[src/design/pcap_pkg.sv]
// Shared types, codes and sizes for the pulse count actuator positioner.
package pcap_pkg;

  localparam int POSITION_BITS    = 16;
  localparam int TIMER_BITS       = 8;
  localparam int CFG_TIMEOUT_BITS = 8;
  localparam int TIMEOUT_RESET    = 100;
  localparam int TMR_MAX          = (1 << TIMER_BITS) - 1;

  // Result payload: 39 field bits padded to whole bytes
  localparam int OUT_DATA_BITS = 40;
  localparam int IN_DATA_BITS  = 24;

  // Register index carried in paddr[2]
  localparam logic REG_TIMEOUT_TICKS = 1'b0;

  typedef logic signed [POSITION_BITS-1:0] pos_t;
  typedef logic [TIMER_BITS-1:0]           timer_t;

  typedef enum logic [2:0] {
    KIND_TICK    = 3'd0,
    KIND_STOP    = 3'd1,
    KIND_GOTO    = 3'd2,
    KIND_WEST    = 3'd3,
    KIND_EAST    = 3'd4,
    KIND_SET_POS = 3'd5
  } kind_t;

  typedef enum logic [2:0] {
    MS_IDLE    = 3'd0,
    MS_WEST    = 3'd1,
    MS_EAST    = 3'd2,
    MS_REACHED = 3'd3,
    MS_STOPPED = 3'd4,
    MS_CHANGE  = 3'd5,
    MS_ERROR   = 3'd6
  } motion_t;

  typedef enum logic [1:0] {
    MD_STOP  = 2'd0,
    MD_AUTO  = 2'd1,
    MD_MWEST = 2'd2,
    MD_MEAST = 2'd3
  } mode_t;

  typedef enum logic [1:0] {
    DIR_STOP = 2'd0,
    DIR_WEST = 2'd1,
    DIR_EAST = 2'd2
  } dir_t;

  // Drive line codes: bit 0 west, bit 1 east
  localparam logic [1:0] DRV_OFF  = 2'b00;
  localparam logic [1:0] DRV_WEST = 2'b01;
  localparam logic [1:0] DRV_EAST = 2'b10;

endpackage

[src/design/pulse_count_actuator_positioner_core.sv]
// Top level of the pulse count actuator positioner: state update and result buffering.
//
// Usage: items arrive on the in_ stream, one tick or command per transfer.
// in_tuser carries the kind (tick, stop, go to target, manual west, manual
// east, set position); in_tdata carries the sampled pulse level and a signed
// value. Every accepted item yields exactly one result transfer on the out_
// stream with the drive lines, motion state, mode, position and target as
// they stand after that item.
// The result is registered before it is presented on the out_ stream.
// Throughput: one item per cycle while in_tready is high; the whole update
// is one combinational pass between the state registers and the result register.
// A two-entry result buffer (output register plus skid register) lets the
// block keep accepting while one result waits; in_tready drops only when
// both entries are full, and stays low until the receiver takes a result.
// Reset (rst_n low, synchronous) idles the motor, clears position and
// target, loads the timeout register with 100 and the tick counter with it.
// The timeout register is written over the cfg_ APB port at address 0 and
// is to be changed only while no item is in flight.
module pulse_count_actuator_positioner_core
  import pcap_pkg::*;
(
  input  logic                     clk,
  input  logic                     rst_n,
  // Input stream
  input  logic                     in_tvalid,
  output logic                     in_tready,
  input  logic [IN_DATA_BITS-1:0]  in_tdata,   // [0] pulse_level, [16:1] value, rest zero
  input  logic [2:0]               in_tuser,   // [2:0] kind
  // Result stream
  output logic                     out_tvalid,
  input  logic                     out_tready,
  // [0] drive_west, [1] drive_east, [4:2] motion_state, [6:5] mode_now,
  // [22:7] position_now, [38:23] target_now, [39] zero
  output logic [OUT_DATA_BITS-1:0] out_tdata,
  // Configuration port
  input  logic                     cfg_psel,
  input  logic                     cfg_penable,
  input  logic                     cfg_pwrite,
  input  logic [2:0]               cfg_paddr,
  input  logic [31:0]              cfg_pwdata,
  output logic [31:0]              cfg_prdata,
  output logic                     cfg_pready
);

  // State registers
  logic [CFG_TIMEOUT_BITS-1:0] timeout_r;
  motion_t                     motion_r, motion_nxt;
  motion_t                     pending_r, pending_nxt;
  mode_t                       mode_r, mode_nxt;
  pos_t                        position_r, position_nxt;
  pos_t                        target_r, target_nxt;
  dir_t                        last_dir_r, last_dir_nxt;
  logic                        last_pulse_r, last_pulse_nxt;
  timer_t                      ticks_left_r, ticks_left_nxt;
  logic [1:0]                  drive_r, drive_nxt;

  // Result buffer
  logic                     out_valid_r;
  logic [OUT_DATA_BITS-1:0] out_data_r;
  logic                     skid_valid_r;
  logic [OUT_DATA_BITS-1:0] skid_data_r;

  logic                     in_accept;
  logic                     out_take;
  logic                     cfg_write;
  kind_t                    kind;
  logic                     pulse_level;
  logic signed [15:0]       value;
  pos_t                     value_ext;
  timer_t                   reload_val;
  logic [OUT_DATA_BITS-1:0] result;

  // Unpack the input item
  assign kind        = kind_t'(in_tuser);
  assign pulse_level = in_tdata[0];
  assign value       = in_tdata[16:1];
  assign value_ext   = POSITION_BITS'(value);

  assign in_tready = ~skid_valid_r;
  assign in_accept = in_tvalid & in_tready;
  assign out_take  = out_valid_r & out_tready;

  // Timer load value, saturated to the counter range
  assign reload_val = (TIMER_BITS < CFG_TIMEOUT_BITS && 32'(timeout_r) > TMR_MAX)
                      ? TIMER_BITS'(TMR_MAX) : TIMER_BITS'(timeout_r);

  // Configuration port
  assign cfg_pready = 1'b1;
  assign cfg_write  = cfg_psel & cfg_penable & cfg_pwrite & cfg_pready;
  assign cfg_prdata = (cfg_paddr[2] == REG_TIMEOUT_TICKS) ? 32'(timeout_r) : 32'd0;

  always_ff @(posedge clk) begin
    if (!rst_n) begin
      timeout_r <= CFG_TIMEOUT_BITS'(TIMEOUT_RESET);
    end else if (cfg_write && cfg_paddr[2] == REG_TIMEOUT_TICKS) begin
      timeout_r <= cfg_pwdata[CFG_TIMEOUT_BITS-1:0];
    end
  end

  // Next state for one item, applied in command order
  always_comb begin
    motion_nxt     = motion_r;
    pending_nxt    = pending_r;
    mode_nxt       = mode_r;
    position_nxt   = position_r;
    target_nxt     = target_r;
    last_dir_nxt   = last_dir_r;
    last_pulse_nxt = last_pulse_r;
    ticks_left_nxt = ticks_left_r;
    drive_nxt      = drive_r;

    unique case (kind)
      KIND_TICK: begin
        if (ticks_left_nxt != '0) begin
          ticks_left_nxt = ticks_left_nxt - timer_t'(1);
        end
        // Rising pulse edge: step in the last drive direction
        if (pulse_level && !last_pulse_r) begin
          if (last_dir_r == DIR_WEST) begin
            position_nxt   = position_r + pos_t'(1);
            ticks_left_nxt = reload_val;
          end else if (last_dir_r == DIR_EAST) begin
            position_nxt   = position_r - pos_t'(1);
            ticks_left_nxt = reload_val;
          end
          if (mode_r == MD_AUTO &&
              ((motion_r == MS_WEST && position_nxt >= target_r) ||
               (motion_r == MS_EAST && position_nxt <= target_r))) begin
            motion_nxt = MS_REACHED;
            drive_nxt  = DRV_OFF;
          end
        end
        last_pulse_nxt = pulse_level;
        // Timer expiry: error, clear error, or start the pending move
        if (ticks_left_nxt == '0) begin
          case (motion_nxt) inside
            MS_WEST, MS_EAST: begin
              drive_nxt      = DRV_OFF;
              motion_nxt     = MS_ERROR;
              last_dir_nxt   = DIR_STOP;
              ticks_left_nxt = reload_val;
            end
            MS_ERROR: begin
              motion_nxt = MS_IDLE;
            end
            MS_REACHED, MS_STOPPED, MS_CHANGE: begin
              motion_nxt   = pending_nxt;
              pending_nxt  = MS_IDLE;
              last_dir_nxt = DIR_STOP;
              if (motion_nxt == MS_EAST) begin
                drive_nxt    = DRV_EAST;
                last_dir_nxt = DIR_EAST;
              end else if (motion_nxt == MS_WEST) begin
                drive_nxt    = DRV_WEST;
                last_dir_nxt = DIR_WEST;
              end
              ticks_left_nxt = reload_val;
            end
            default: begin
            end
          endcase
        end
      end
      KIND_STOP, KIND_SET_POS: begin
        mode_nxt       = MD_STOP;
        drive_nxt      = DRV_OFF;
        pending_nxt    = MS_IDLE;
        motion_nxt     = MS_STOPPED;
        ticks_left_nxt = reload_val;
        if (kind == KIND_SET_POS) begin
          position_nxt = value_ext;
        end
      end
      KIND_GOTO, KIND_WEST, KIND_EAST: begin
        if (kind == KIND_GOTO) begin
          mode_nxt   = MD_AUTO;
          target_nxt = value_ext;
          if (motion_nxt == MS_REACHED) begin
            motion_nxt = MS_STOPPED;
          end
          if (value_ext > position_r) begin
            pending_nxt = MS_WEST;
          end else if (value_ext < position_r) begin
            pending_nxt = MS_EAST;
          end else begin
            pending_nxt = MS_REACHED;
          end
        end else if (kind == KIND_WEST) begin
          mode_nxt    = MD_MWEST;
          pending_nxt = MS_WEST;
        end else begin
          mode_nxt    = MD_MEAST;
          pending_nxt = MS_EAST;
        end
        // Reversal passes through a settle; from idle start at once
        if ((motion_nxt == MS_EAST && pending_nxt == MS_WEST) ||
            (motion_nxt == MS_WEST && pending_nxt == MS_EAST)) begin
          drive_nxt      = DRV_OFF;
          motion_nxt     = MS_CHANGE;
          ticks_left_nxt = reload_val;
        end else if (motion_nxt == MS_IDLE) begin
          motion_nxt  = pending_nxt;
          pending_nxt = MS_IDLE;
          if (motion_nxt == MS_EAST) begin
            drive_nxt    = DRV_EAST;
            last_dir_nxt = DIR_EAST;
          end else if (motion_nxt == MS_WEST) begin
            drive_nxt    = DRV_WEST;
            last_dir_nxt = DIR_WEST;
          end else begin
            drive_nxt = DRV_OFF;
          end
          if (motion_nxt != MS_IDLE) begin
            ticks_left_nxt = reload_val;
          end
        end
      end
      default: begin
      end
    endcase
  end

  // Advance state on each accepted transfer
  always_ff @(posedge clk) begin
    if (!rst_n) begin
      motion_r     <= MS_IDLE;
      pending_r    <= MS_IDLE;
      mode_r       <= MD_STOP;
      position_r   <= '0;
      target_r     <= '0;
      last_dir_r   <= DIR_STOP;
      last_pulse_r <= 1'b0;
      ticks_left_r <= TIMER_BITS'(TIMEOUT_RESET);
      drive_r      <= DRV_OFF;
    end else if (in_accept) begin
      motion_r     <= motion_nxt;
      pending_r    <= pending_nxt;
      mode_r       <= mode_nxt;
      position_r   <= position_nxt;
      target_r     <= target_nxt;
      last_dir_r   <= last_dir_nxt;
      last_pulse_r <= last_pulse_nxt;
      ticks_left_r <= ticks_left_nxt;
      drive_r      <= drive_nxt;
    end
  end

  // Pack the result
  assign result = {1'b0, 16'(target_nxt), 16'(position_nxt), mode_nxt, motion_nxt,
                   drive_nxt[1], drive_nxt[0]};

  // Result buffer: output register with a skid entry behind it
  always_ff @(posedge clk) begin
    if (!rst_n) begin
      out_valid_r  <= 1'b0;
      skid_valid_r <= 1'b0;
    end else if (out_take) begin
      if (skid_valid_r) begin
        skid_valid_r <= 1'b0;
      end else begin
        out_valid_r <= in_accept;
      end
    end else if (!out_valid_r) begin
      out_valid_r <= in_accept;
    end else if (in_accept) begin
      skid_valid_r <= 1'b1;
    end
  end

  always_ff @(posedge clk) begin
    if (out_take && skid_valid_r) begin
      out_data_r <= skid_data_r;
    end else if (in_accept && (out_take || !out_valid_r)) begin
      out_data_r <= result;
    end
    if (in_accept && out_valid_r && !out_take) begin
      skid_data_r <= result;
    end
  end

  assign out_tvalid = out_valid_r;
  assign out_tdata  = out_data_r;

endmodule
[config.mk]
export PLATFORM = sky130hd
export DESIGN_NAME = pulse_count_actuator_positioner_core
export DESIGN_NICKNAME = d
export VERILOG_FILES = /design/src/design/pcap_pkg.sv /design/src/design/pulse_count_actuator_positioner_core.sv
export SDC_FILE = /design/constraint.sdc
export NUM_CORES = 1
export LEC_CHECK = 0
export BUFFER_PORTS_ARGS = -buffer_cell sky130_fd_sc_hd__buf_2
export CELL_PAD_IN_SITES_DETAIL_PLACEMENT = 2
export CELL_PAD_IN_SITES_GLOBAL_PLACEMENT = 2
export CORE_UTILIZATION = 25
export CTS_BUF_LIST = sky130_fd_sc_hd__clkbuf_4
export DETAILED_ROUTE_END_ITERATION = 7
export PLACE_DENSITY = 0.62
export SYNTH_ARGS = -nofsm -noshare
export SYNTH_HDL_FRONTEND = slang
export SYNTH_SLANG_ARGS = --single-unit
export TNS_END_PERCENT = 5
[constraint.sdc]
create_clock -name clk -period 5 [get_ports clk]
set_clock_uncertainty 0.15 [all_clocks]
set_input_delay 0.25 -clock clk [delete_from_list [all_inputs] [get_ports clk]]
set_output_delay 0.25 -clock clk [all_outputs]
set_load 0.02 [all_outputs]
==> flow_metrics.tcl <==
set metrics [dict create \
    synthAdderAreaFrac_pct 5.86 \
    grt_pass1_wl_um 44600 \
    fillers 3751 \
    switching_share_pct 33.6 \
    switching_power_uw 955 \
    port_buffers 84 \
    run_status "finished clean" \
    syn2layout_area_growth_pct 18.7 \
    yosys_warnings 0 \
    hold_violations 0 \
    syn-cell-area_um2 8330 \
    crit_path_start_kind "flop" \
    numClockSinks 140 \
    drtPass1Iterations 7 \
    coreArea_um2 32600 \
    synth_top_family_by_area "compound AO/OA/AOI/OAI gates" \
    critPathKind "flop to flop" \
    end_kind "flop" \
    die_w_um 185 \
    initial_core_util_pct 25.5 \
    muxShareOfSynthArea_pct 2.78 \
    ctsLongestPathBuffers 2 \
    startpoint "last_dir_r[1]$_SDFFE_PN0P_" \
    numPlacedInstances 1455 \
    drive_above_1_share_pct 15.1 \
    fin_crit_sh_pct 94.3 \
    hold-worst-slack_ns 0.0747 \
    mostFrequentLayoutCell "nor2_1" \
    p_int_uw 1890 \
    synth-xor-area-share_pct 2.40 \
    netlist_instances 952 \
    fmaxAchievable_mhz 212 \
    ys_ff_latch 140 \
    r2r_slack_ns 0.28 \
    grt_pass1_vias 7888 \
    worstHoldPathType "primary input to flop" \
    wl_per_cell_um 18.7 \
    worstRegToRegCells 18 \
    synthDistinctLibCells 76 \
    cts_tree "done" \
    multiInputGateArea_um2 4270 \
    die-area_um2 34100 \
    synth_ff_type "edfxtp_1" \
    reg2reg_to "skid_data_r[1]$_DFFE_PP_" \
    final_cell_mix "nor2_1 (128), nand2_1 (92), buf_2 (84)" \
    relSlewSlack_pct 40.2 \
    path_max_fanout 11 \
    endpoint "skid_data_r[1]$_DFFE_PP_" \
    critPathArrivalTime_ns 4.93 \
    seq_power_share_pct 47.8 \
    viasPerCell 4.92 \
    totalWireLength_um 28500 \
    rows 66 \
    power_density_nw_per_um2 288 \
    peakVddDrop_uv 150 \
    clockRootBuffer "clkbuf_4" \
    drtIter0Drc 283 \
    finalCriticalPeriod_ns 4.72 \
    finalSetupTns_ns 0 \
    synth_edf_count 78 \
    slew_violations 0 \
    power_frac_clock_pct 28.9 \
    yosysSeqAreaShare_pct 43.0 \
    maxCapViolCount 0 \
    comb_power_share_pct 23.3 \
    layout.nets 1174 \
    synth_compound_area_share_pct 19.6 \
    grt_overflow 0 \
    synth_simple_gate_area_share_pct 18.8 \
    leakage_uw 0.00394 \
    clk_pin_slew_ns 0.15 \
    grtUsageTotal_pct 17.3 \
    ant_nets 0 \
    drc 0 \
    antenna_found_initial 1 \
    cts_buffers 17 \
    h-tree-depth 4 \
    regArea_um2 3580 \
    critPathRequiredTime_ns 5.21 \
    finalSetupViolCount 0 \
    tightest_slew_ns 0.896 \
    r2r-start "last_dir_r[1]$_SDFFE_PN0P_" \
    avgSynthCellArea_um2 8.75 \
    clock_insertion_delay_worst_skew_ns 0.60 \
    hpwl_um 20900 \
    finalWeightedCongestion 0.849 \
    num_vias 7473 \
    grt_max_degree 59 \
    die_h_um 185 \
    async_reset_ff_share_pct 0 \
    layout.cells.non_filler 1520 \
    rsz0062_at_grt "false" \
    worstHoldPathCells 4 \
    ioPinCount 144 \
]
==> Yosys cell counts (2+ instances only) <==
library cell  instances  area [um2]
or2_2                 2        12.5
nor3b_1               3        22.5
xnor2_1              17         149
nor2_1              130         488
mux2i_1              22         220
or4_1                 4        30.0
nand2b_1              8        50.1
nand3_1              15        75.1
o31ai_1               4        30.0
a222oi_1              3        30.0
and2_4                2        17.5
a32oi_1               4        35.0
a31oi_1              16         100
a22oi_1               7        52.6
a311oi_1              2        17.5
o21ai_0              38         190
o311a_1               2        20.0
o211ai_1              9        67.6
a221oi_1              5        43.8
ha_1                 39         488
nor2b_1              18         113
a21boi_0              3        22.5
conb_1                2        7.51
a2111oi_0             2        17.5
edfxtp_1             78        2340
clkbuf_1             42         158
o21ai_1               8        40.0
or3_1                11        68.8
and3_1                5        31.3
a211oi_1             37         278
o22ai_1               6        37.5
o211a_1               2        20.0
inv_1                71         267
nand4_1              10        62.6
a21o_1                7        52.6
nand2_1              92         345
dfxtp_1              62        1240
buf_4                26         195
xor2_1                4        35.0
a211o_1               2        17.5
nand4b_1              2        17.5
nor3_1               23         115
a21oi_1              68         340
o21a_1                7        52.6
==> cells by family (layout without fill, tap and decap cells) <==
kind of cell             after synthesis  count (layout)
AO/OA/AOI/OAI                        248             248
AND/OR/NAND/NOR                      338             338
buffers and inverters                140             241
XOR/XNOR                              22              22
multiplexers                          23              23
other                                  2              27
adder cells (fa/ha/maj)               39              39
flip-flops                           140             140
==> registers in the layout, indices dropped and copies added (netlist names) <==
| name | count |
|---|---|
| drive_r | 2 |
| last_dir_r | 2 |
| last_pulse_r | 1 |
| mode_r | 2 |
| motion_r | 3 |
| out_tdata | 39 |
| out_tvalid | 1 |
| pending_r | 2 |
| position_r | 16 |
| reload_val | 8 |
| skid_data_r | 39 |
| skid_valid_r | 1 |
| target_r | 16 |
| ticks_left_r | 8 |
==> final cells by class <==
class | count | area share (%)
multi-input cells | 696 | 43.2
inverters | 71 | 2.70
diodes | 1 | 0.0253
repair buffers | 140 | 9.32
clock inverters | 11 | 1.48
flip-flops and latches | 140 | 36.2
well taps | 442 | 5.59
clock buffers | 19 | 1.44
==> critical path: stages (launching register included) <==
cell and delay (ns):
dfxtp_1 0.47, nand2b_1 0.12, or4_1 0.49, or3_1 0.44
o31ai_1 0.29, buf_4 0.17, xnor2_1 0.12, ha_1 0.27
nand4_1 0.18, or2_2 0.15, o22ai_2 0.07, or4_1 0.52
nand3_1 0.13, o21ai_0 0.09, buf_4 0.20, and2_1 0.17
o211ai_1 0.24, buf_4 0.17, nand2_1 0.04
==> per-stage QoR <==
step	total power (uW)	setup slack [ns]	utilization [%]	instance area, um2
2_1_floorplan	1810	0.619	-	8420
3_3_place_gp	2010	0.278	28.3	9230
3_5_place_dp	2030	0.102	28.3	9230
4_1_cts	2900	0.0383	30.2	9840
5_1_grt	3010	0.0153	30.3	9890
6_report	2840	0.283	30.3	9890
==> per-layer routing <==
metal | wire [um] | global-route usage (%) | part of all wire (%) | vias to the layer above
met5 | 0 | 0 | 0 | -
met4 | 520 | 5.13 | 1.8 | 0
met3 | 939 | 2.83 | 3.3 | 31
met2 | 13700 | 29.9 | 48 | 134
met1 | 13300 | 21.9 | 47 | 3715
li1 | - | - | - | 3593
==> how the worst min path moves through the flow <==
stage	start	endpoint	slack (ns)
after floorplan	out_tready	skid_valid_r$_SDFFE_PP0P_	0.20
after global placement	mode_r[1]$_SDFFE_PN0P_	mode_r[1]$_SDFFE_PN0P_	0.32
after detailed placement	cfg_pwdata[2]	reload_val[2]$_SDFFE_PN1P_	0.32
after CTS	cfg_pwrite	reload_val[4]$_SDFFE_PN0P_	0.02
after global routing	cfg_penable	reload_val[7]$_SDFFE_PN0P_	0.06
final	cfg_pwrite	reload_val[4]$_SDFFE_PN0P_	0.07
==> power by group through the flow <==
stage          sequential (uW)  combinational, uW  clock [uW]
2_1_floorplan             1410                404           0
3_3_place_gp              1380                631           0
3_5_place_dp              1390                647           0
4_1_cts                   1360                670         866
5_1_grt                   1370                739         901
6_report                  1360                663         822
==> timing repair <==
item,4_1_cts,5_1_grt
setup endpoints to repair,0,16
buffers inserted,0,2
hold buffers,32,0
resized for setup,0,6
endpoints found under the hold margin,76,0
Note: power is estimated with default switching activity, not from simulation.
